--- config.mk ---
export PLATFORM = sky130hd
export DESIGN_NAME = kmp_stream_matcher
export DESIGN_NICKNAME = d
export VERILOG_FILES = /design/src/rtl/core/kmp_pkg.sv /design/src/rtl/core/kmp_front.sv /design/src/rtl/core/kmp_back.sv /design/src/rtl/core/kmp_stream_matcher.sv
export SDC_FILE = /design/constraint.sdc
export NUM_CORES = 2
export LEC_CHECK = 0
export BUFFER_PORTS_ARGS = -buffer_cell sky130_fd_sc_hd__buf_2
export CORE_AREA = 2 2 308 310
export DETAILED_ROUTE_END_ITERATION = 8
export DIE_AREA = 0 0 310 312
export SYNTH_ARGS = -nofsm -noshare
export SYNTH_HDL_FRONTEND = slang
export SYNTH_HIERARCHICAL = 1
export SYNTH_SLANG_ARGS = --single-unit
--- constraint.sdc ---
create_clock -name clk -period 17.7 [get_ports clk]
set_clock_uncertainty 0.05 [all_clocks]
set_input_delay 0.885 -clock clk [delete_from_list [all_inputs] [get_ports clk]]
set_output_delay 0.885 -clock clk [all_outputs]
set_load 0.05 [all_outputs]
--- src/rtl/core/kmp_pkg.sv ---
// Shared sizes, item classification codes and the queue entry type for the
// streaming pattern matcher. Has no dependencies; every RTL file imports it.
package kmp_pkg;

    localparam int PATTERN_DEPTH  = 64;
    localparam int POSITION_WIDTH = 16;
    localparam int START_W        = 16;

    localparam int IDX_W  = (PATTERN_DEPTH > 1) ? $clog2(PATTERN_DEPTH) : 1;
    localparam int LEN_W  = $clog2(PATTERN_DEPTH + 1);
    localparam int CALC_W = ((POSITION_WIDTH > LEN_W) ? POSITION_WIDTH : LEN_W) + 1;

    localparam logic [POSITION_WIDTH-1:0] POSITION_MAX = {POSITION_WIDTH{1'b1}};

    localparam int QUEUE_DEPTH = 2;
    localparam int QPTR_W      = (QUEUE_DEPTH > 1) ? $clog2(QUEUE_DEPTH) : 1;
    localparam int QCNT_W      = $clog2(QUEUE_DEPTH + 1);

    typedef enum logic [1:0] {
        OP_PATTERN     = 2'd0,
        OP_PATTERN_NEW = 2'd1,
        OP_TEXT        = 2'd2,
        OP_TEXT_NEW    = 2'd3
    } op_t;

    typedef struct packed {
        op_t        op;
        logic [7:0] symbol;
    } item_t;

endpackage

--- src/rtl/core/kmp_front.sv ---
// Command front end: accepts transactions, classifies them into operations
// and holds them in a short queue for the back end. Depends on kmp_pkg.
module kmp_front (
    input  logic           clk,
    input  logic           rst_n,
    input  logic           start,
    input  logic           kind,
    input  logic [7:0]     symbol,
    input  logic           first,
    output logic           busy,
    output logic           q_valid,
    output kmp_pkg::item_t q_item,
    input  logic           q_pop
);
    import kmp_pkg::*;

    item_t             slot_reg [QUEUE_DEPTH];
    logic [QPTR_W-1:0] wr_ptr_reg;
    logic [QPTR_W-1:0] wr_ptr_next;
    logic [QPTR_W-1:0] rd_ptr_reg;
    logic [QPTR_W-1:0] rd_ptr_next;
    logic [QCNT_W-1:0] count_reg;
    logic [QCNT_W-1:0] count_next;
    logic              push;
    item_t             new_item;

    assign busy    = (count_reg == QCNT_W'(QUEUE_DEPTH));
    assign push    = start && !busy;
    assign q_valid = (count_reg != '0);
    assign q_item  = slot_reg[rd_ptr_reg];

    always_comb
    begin
        new_item.symbol = symbol;
        case ({kind, first})
            2'b00:   new_item.op = OP_PATTERN;
            2'b01:   new_item.op = OP_PATTERN_NEW;
            2'b10:   new_item.op = OP_TEXT;
            default: new_item.op = OP_TEXT_NEW;
        endcase
    end

    always_comb
    begin
        wr_ptr_next = push ? QPTR_W'(wr_ptr_reg + 1'b1) : wr_ptr_reg;
        rd_ptr_next = q_pop ? QPTR_W'(rd_ptr_reg + 1'b1) : rd_ptr_reg;
        count_next  = count_reg;
        if (push && !q_pop)
        begin
            count_next = QCNT_W'(count_reg + 1'b1);
        end
        else if (q_pop && !push)
        begin
            count_next = QCNT_W'(count_reg - 1'b1);
        end
    end

    always_ff @(posedge clk or negedge rst_n)
    begin
        if (!rst_n)
        begin
            wr_ptr_reg <= '0;
            rd_ptr_reg <= '0;
            count_reg  <= '0;
        end
        else
        begin
            wr_ptr_reg <= wr_ptr_next;
            rd_ptr_reg <= rd_ptr_next;
            count_reg  <= count_next;
        end
    end

    always_ff @(posedge clk)
    begin
        if (push)
        begin
            slot_reg[wr_ptr_reg] <= new_item;
        end
    end

endmodule

--- src/rtl/core/kmp_back.sv ---
// Execution back end: pattern and failure-link memories, prefix-function
// build, text scan with failure-link fallback and result register. Depends on kmp_pkg.
module kmp_back (
    input  logic                          clk,
    input  logic                          rst_n,
    input  logic                          q_valid,
    input  kmp_pkg::item_t                q_item,
    output logic                          q_pop,
    output logic                          match_valid,
    output logic [kmp_pkg::START_W-1:0]   match_start,
    output logic                          position_saturated
);
    import kmp_pkg::*;

    typedef enum logic [1:0] {
        S_IDLE,
        S_SCAN,
        S_FALL
    } state_t;

    logic [7:0]       pat_mem  [PATTERN_DEPTH];
    logic [LEN_W-1:0] fail_mem [PATTERN_DEPTH];
    logic [7:0]       p_rd_reg;
    logic [LEN_W-1:0] f_rd_reg;

    state_t                    state_reg, state_next;
    logic [LEN_W-1:0]          len_reg, len_next;
    logic [LEN_W-1:0]          border_reg, border_next;
    logic [LEN_W-1:0]          ml_reg, ml_next;
    logic [POSITION_WIDTH-1:0] pos_reg, pos_next;
    logic [LEN_W-1:0]          j_reg, j_next;
    logic [7:0]                sym_reg, sym_next;
    logic                      text_reg, text_next;
    logic [POSITION_WIDTH-1:0] index_reg, index_next;
    logic                      sat_reg, sat_next;
    logic                      match_valid_reg, match_valid_next;
    logic [START_W-1:0]        match_start_reg, match_start_next;
    logic                      sat_out_reg, sat_out_next;

    logic                      is_pattern;
    logic                      fresh;
    logic [LEN_W-1:0]          len_eff;
    logic [LEN_W-1:0]          ml_eff;
    logic [POSITION_WIDTH-1:0] pos_eff;
    logic                      sat_eff;
    logic                      step_back;
    logic [LEN_W-1:0]          j_adv;
    logic [LEN_W-1:0]          j_dec;
    logic [LEN_W-1:0]          len_dec;
    logic                      use_len_addr;
    logic [CALC_W-1:0]         idx_plus;
    logic [CALC_W-1:0]         len_wide;
    logic [CALC_W-1:0]         start_full;

    logic             p_we;
    logic [IDX_W-1:0] p_waddr;
    logic [IDX_W-1:0] p_raddr;
    logic             f_we;
    logic [IDX_W-1:0] f_waddr;
    logic [LEN_W-1:0] f_wdata;
    logic [IDX_W-1:0] f_raddr;

    assign match_valid        = match_valid_reg;
    assign match_start        = match_start_reg;
    assign position_saturated = sat_out_reg;

    always_comb
    begin
        case (q_item.op) inside
            OP_PATTERN, OP_PATTERN_NEW: is_pattern = 1'b1;
            default:                    is_pattern = 1'b0;
        endcase
        case (q_item.op) inside
            OP_PATTERN_NEW, OP_TEXT_NEW: fresh = 1'b1;
            default:                     fresh = 1'b0;
        endcase
    end

    assign len_eff   = (is_pattern && fresh) ? '0 : len_reg;
    assign ml_eff    = fresh ? '0 : ml_reg;
    assign pos_eff   = fresh ? '0 : pos_reg;
    assign sat_eff   = (pos_eff == POSITION_MAX);
    assign step_back = (j_reg != '0) && (p_rd_reg != sym_reg);
    assign j_adv     = (p_rd_reg == sym_reg) ? LEN_W'(j_reg + 1'b1) : j_reg;
    assign len_dec   = LEN_W'(len_reg - 1'b1);
    assign idx_plus  = CALC_W'(index_reg) + CALC_W'(1);
    assign len_wide  = CALC_W'(len_reg);
    assign start_full = (idx_plus >= len_wide) ? CALC_W'(idx_plus - len_wide) : '0;

    always_comb
    begin
        state_next       = state_reg;
        len_next         = len_reg;
        border_next      = border_reg;
        ml_next          = ml_reg;
        pos_next         = pos_reg;
        j_next           = j_reg;
        sym_next         = sym_reg;
        text_next        = text_reg;
        index_next       = index_reg;
        sat_next         = sat_reg;
        match_valid_next = 1'b0;
        match_start_next = match_start_reg;
        sat_out_next     = sat_out_reg;
        q_pop            = 1'b0;
        p_we             = 1'b0;
        p_waddr          = len_eff[IDX_W-1:0];
        f_we             = 1'b0;
        f_waddr          = len_reg[IDX_W-1:0];
        f_wdata          = j_adv;
        use_len_addr     = 1'b0;

        unique case (state_reg)
            S_IDLE:
            begin
                if (q_valid)
                begin
                    q_pop    = 1'b1;
                    sym_next = q_item.symbol;
                    if (is_pattern)
                    begin
                        text_next = 1'b0;
                        len_next  = len_eff;
                        if (fresh)
                        begin
                            border_next = '0;
                            ml_next     = '0;
                            pos_next    = '0;
                        end
                        if (len_eff < LEN_W'(PATTERN_DEPTH))
                        begin
                            p_we = 1'b1;
                            if (len_eff == '0)
                            begin
                                f_we        = 1'b1;
                                f_waddr     = '0;
                                f_wdata     = '0;
                                border_next = '0;
                                len_next    = LEN_W'(1);
                            end
                            else
                            begin
                                j_next     = border_reg;
                                state_next = S_SCAN;
                            end
                        end
                    end
                    else
                    begin
                        text_next  = 1'b1;
                        index_next = pos_eff;
                        sat_next   = sat_eff;
                        pos_next   = sat_eff ? pos_eff
                                             : POSITION_WIDTH'(pos_eff + 1'b1);
                        ml_next    = ml_eff;
                        if (len_reg != '0)
                        begin
                            j_next     = (ml_eff >= len_reg) ? '0 : ml_eff;
                            state_next = S_SCAN;
                        end
                    end
                end
            end
            S_SCAN:
            begin
                if (step_back)
                begin
                    j_next = f_rd_reg;
                end
                else if (!text_reg)
                begin
                    border_next = j_adv;
                    f_we        = 1'b1;
                    len_next    = LEN_W'(len_reg + 1'b1);
                    state_next  = S_IDLE;
                end
                else if (j_adv == len_reg)
                begin
                    match_valid_next = 1'b1;
                    match_start_next = START_W'(start_full);
                    sat_out_next     = sat_reg;
                    use_len_addr     = 1'b1;
                    state_next       = S_FALL;
                end
                else
                begin
                    ml_next    = j_adv;
                    state_next = S_IDLE;
                end
            end
            S_FALL:
            begin
                ml_next    = f_rd_reg;
                state_next = S_IDLE;
            end
            default:
            begin
                state_next = S_IDLE;
            end
        endcase

        j_dec   = LEN_W'(j_next - 1'b1);
        p_raddr = j_next[IDX_W-1:0];
        f_raddr = use_len_addr ? len_dec[IDX_W-1:0] : j_dec[IDX_W-1:0];
    end

    always_ff @(posedge clk or negedge rst_n)
    begin
        if (!rst_n)
        begin
            state_reg       <= S_IDLE;
            len_reg         <= '0;
            border_reg      <= '0;
            ml_reg          <= '0;
            pos_reg         <= '0;
            match_valid_reg <= 1'b0;
        end
        else
        begin
            state_reg       <= state_next;
            len_reg         <= len_next;
            border_reg      <= border_next;
            ml_reg          <= ml_next;
            pos_reg         <= pos_next;
            match_valid_reg <= match_valid_next;
        end
    end

    always_ff @(posedge clk)
    begin
        j_reg           <= j_next;
        sym_reg         <= sym_next;
        text_reg        <= text_next;
        index_reg       <= index_next;
        sat_reg         <= sat_next;
        match_start_reg <= match_start_next;
        sat_out_reg     <= sat_out_next;
    end

    always_ff @(posedge clk)
    begin
        if (p_we)
        begin
            pat_mem[p_waddr] <= sym_next;
        end
        p_rd_reg <= pat_mem[p_raddr];
    end

    always_ff @(posedge clk)
    begin
        if (f_we)
        begin
            fail_mem[f_waddr] <= f_wdata;
        end
        f_rd_reg <= fail_mem[f_raddr];
    end

endmodule

--- src/rtl/core/kmp_stream_matcher.sv ---
// Top level of the streaming pattern matcher: front end queue and back end.
// Depends on kmp_pkg, kmp_front and kmp_back.
//
// A transaction is taken when start is high and busy is low; kind selects a
// pattern byte or a text byte and first begins a new pattern or text. Each
// transaction is written into a two-entry queue when taken and dispatched
// from it to the back end. There a byte goes from the idle to the scan state,
// which repeats once per failure-link step, and a text byte that completes an
// occurrence goes on to a fall state that reloads the last failure entry. That
// loop is set by the single read port of the pattern and failure memories, one
// link per cycle; a new byte is taken only in the idle state. The first byte of
// a pattern, pattern bytes beyond the pattern depth and text bytes with an
// empty pattern stay in the idle state. The match result is shown for
// exactly one cycle on match_valid and cannot be stalled by the receiver.
module kmp_stream_matcher (
    input  logic                        clk,
    input  logic                        rst_n,
    input  logic                        start,
    output logic                        busy,
    input  logic                        kind,
    input  logic [7:0]                  symbol,
    input  logic                        first,
    output logic                        match_valid,
    output logic [kmp_pkg::START_W-1:0] match_start,
    output logic                        position_saturated
);
    import kmp_pkg::*;

    logic  q_valid;
    logic  q_pop;
    item_t q_item;

    kmp_front u_front (
        .clk     (clk),
        .rst_n   (rst_n),
        .start   (start),
        .kind    (kind),
        .symbol  (symbol),
        .first   (first),
        .busy    (busy),
        .q_valid (q_valid),
        .q_item  (q_item),
        .q_pop   (q_pop)
    );

    kmp_back u_back (
        .clk                (clk),
        .rst_n              (rst_n),
        .q_valid            (q_valid),
        .q_item             (q_item),
        .q_pop              (q_pop),
        .match_valid        (match_valid),
        .match_start        (match_start),
        .position_saturated (position_saturated)
    );

    assert property (@(posedge clk) disable iff (!rst_n) q_pop |-> q_valid)
        else $error("back end took an item from an empty queue");

    assert property (@(posedge clk) disable iff (!rst_n) (start && !busy) |=> q_valid)
        else $error("accepted transaction did not reach the queue");

    assert property (@(posedge clk) disable iff (!rst_n) match_valid |=> !match_valid)
        else $error("match strobe held for more than one cycle");

endmodule

==> run_results.csv <==
group,metric,value,unit
outcome,outcome,"complete, no violations",
timing,finalSetupViolations,0,
clock_network,cts.sinks,1089,
worst_setup_path,cp_top_family,"simple AND/OR/NAND/NOR gates",
synthesis,synth-seq-cells,1089,
die,fp.dieH,312,um
worst_setup_path,crit_path_end_kind,"flop",
clock_network,path_clk_slew,0.07,ns
timing,hold_viol_final,0,
die,initial_core_util,49.7,%
timing,fmax,0.125,GHz
cells_and_area,diodes,0,
worst_setup_path,path_max_fanout,80,
synthesis,synth_common_cells,"edfxtp_1, nand2_1, nor2_1",
routing,avgRoutedWirePerCell,25.7,um
placed_design,place.gp.congestion,0.909,
timing,finalSetupTns,0,ns
routing,viasPerCell,6.16,
clock_network,cts_buffers,110,
placed_design,port_buffers,31,
clock_network,clock_latency,0.71,ns
timing,slew_headroom,20.0,%
synthesis,synth.avg_cell_area,13.0,sq um
synthesis,syn-num-nets,3605,
cells_and_area,area_growth,10.2,%
synthesis,async_reset_ff_share,4.04,%
clock_network,cts_setup_buffers,0,
synthesis,synth_ff_type,"edfxtp_1",
clock_network,clk_path_buf_depth,3,
timing,fin_crit_sh,45.1,%
global_route,antenna_found_initial,1,
timing,fin_crit,7.98,ns
synthesis,synth.distinct_cells,83,
cells_and_area,nets,3562,
worst_setup_path,cp-start-kind,"flop",
timing,worstMarginPinSlew,1.20,ns
die,coreArea,93000,sq um
worst_setup_path,worstSetupStartpoint,"u_back/state_reg[0]",
worst_setup_path,required,18.25,ns
synthesis,yosysTopAreaCellShare,66.0,%
routing,final_antenna_net_count,0,
global_route,grt-ovfl-total,0,
synthesis,synth_area_leader_cell,"edfxtp_1",
global_route,grt_max_degree,170,
routing,route.vias.total,29900,
clock_network,htreeDepth,3,
die,rows,112,
worst_setup_path,crit_end,"u_back/f_rd_reg[6]",
hold_path,hold_path_class,"in2async",
routing,routed_wl,125000,um
die,dieArea,96700,sq um
routing,drc_errors,0,
worst_setup_path,crit_arrival,8.53,ns
routing,drt-initial-drc-count,3557,
clock_network,root_buffer,"clkbuf_16",
run,drv_cap,0,
cells_and_area,largest_reg_flops,512,
synthesis,netlist_instances,3567,
synthesis,synth_area_leaders,"edfxtp_1, nand2_1, dfrtp_1",
die,ios,32,
clock_network,cts_hold_buf,0,
worst_setup_path,r2r-end,"u_back/f_rd_reg[6]",
global_route,grt_first_pass_wirelength,185000,um
synthesis,netlist_area,46300,sq um
worst_setup_path,critPathBufInv,6,
routing,first_pass_iters,6,
clock_network,cts_tree,"built",
global_route,grt_pass1_vias,28800,
worst_setup_path,r2r-start,"u_back/state_reg[0]",
global_route,grt_use_total,25.6,%
timing,slew_violations,0,
worst_setup_path,r2r_cells,21,
worst_setup_path,critPathMaxStageDelay,0.83,ns
worst_setup_path,cp_num_cells,21,
clock_network,post_cts_resized,0,
synthesis,ys_seq_area_share,69.6,%
cells_and_area,layout-drive-gt1-share,9.58,%
worst_setup_path,r2r_setup_slack,9.72,ns
worst_setup_path,crit_chain,"inv_1 > ha_1 > nand2_1 > clkinv_1 > nor2_1 > nand2_1 > o311ai_0 > a21oi_4 > o21ai_0 > a21boi_4 > buf_4 > inv_4 > ha_4 > inv_2 > buf_4 > or3_1 > o221ai_1 > a211oi_1 > o31ai_1 > or4_1 > o41ai_1",
synthesis,yosysMostFrequentCell,"edfxtp_1",
worst_setup_path,crit_path_top_delay_cell,"nor2_1",
die,die_w,310,um
synthesis,synth-edff-count,1016,
worst_setup_path,path_class,"reg2reg",
synthesis,ys.warnings.count,6,
timing,rsz0062_at_grt,"no",
placed_design,hpwl,74300,um
-- area by class of cell --
type                    instances  area (sq um)
clock buffers                 139          2980
multi-input cells            2206         13100
fillers                      7694         42100
well taps                    1254          1570
inverters                      41           164
flip-flops and latches       1089         32200
clock inverters                59           513
repair buffers                 76           505
-- worst min path at each step --
stage                              start                   endpoint  cells past startpoint  slack, ns
after floorplan           u_back/sat_reg  u_back/position_saturated                      0       0.35
after global placement    u_back/sat_reg  u_back/position_saturated                      0       0.36
after detailed placement  u_back/sat_reg  u_back/position_saturated                      0       0.37
after CTS                          rst_n         u_back/pos_reg[13]                      2       0.23
after global routing               rst_n          u_back/pos_reg[1]                      2       0.27
final                              rst_n          u_back/pos_reg[1]                      2       0.23
-- logic make-up (layout without fill, tap and decap cells) --
group                    after synthesis  count (layout)  share of synthesized area (%)
AND/OR/NAND/NOR                     1455            1455                           13.7
flip-flops                          1089            1089                           69.6
AO/OA/AOI/OAI                        513             513                           7.95
buffers and inverters                272             315                           2.49
multiplexers                         141             141                           4.14
XOR/XNOR                              71              71                           1.37
adder cells (fa/ha/maj)               26              26                          0.714
-- layer usage --
metal / wire, um / vias up / global-route usage (%)
met1: 53000 / 15000 / 37.1
met3: 11200 / 238 / 5.12
met2: 57300 / 1417 / 39.0
li1: - / 13300 / -
met5: 11 / - / 0
met4: 3690 / 2 / 8.47
-- layout by cell type, fill, tap and decap left out, drive strengths merged, types with 50 or more instances in the layout --
master	instances
a311oi	97
a211oi	53
a31oi	92
mux2i	82
nand3	196
nand2	794
buf	76
nor2	211
clkbuf	139
xnor2	50
edfxtp	1016
a21oi	73
o21ai	66
and3	94
-- stage by stage --
stage / instances / utilization [%] / hold WS [ns] / area, sq um / setup WS, ns
floorplan: 3567 / - / 0.350 / 46300 / 11.81
global placement: 4666 / 51.0 / 0.365 / 47500 / 10.10
detailed placement: 4666 / 51.0 / 0.374 / 47500 / 9.92
CTS: 4864 / 54.8 / 0.232 / 51000 / 9.87
global route: 4864 / 54.8 / 0.269 / 51000 / 9.25
finish: 4864 / 54.8 / 0.231 / 51000 / 9.72
Power is left out: the tool's default activity adds up to more than one toggle a clock period on the data nets, which glitch-free logic cannot reach.
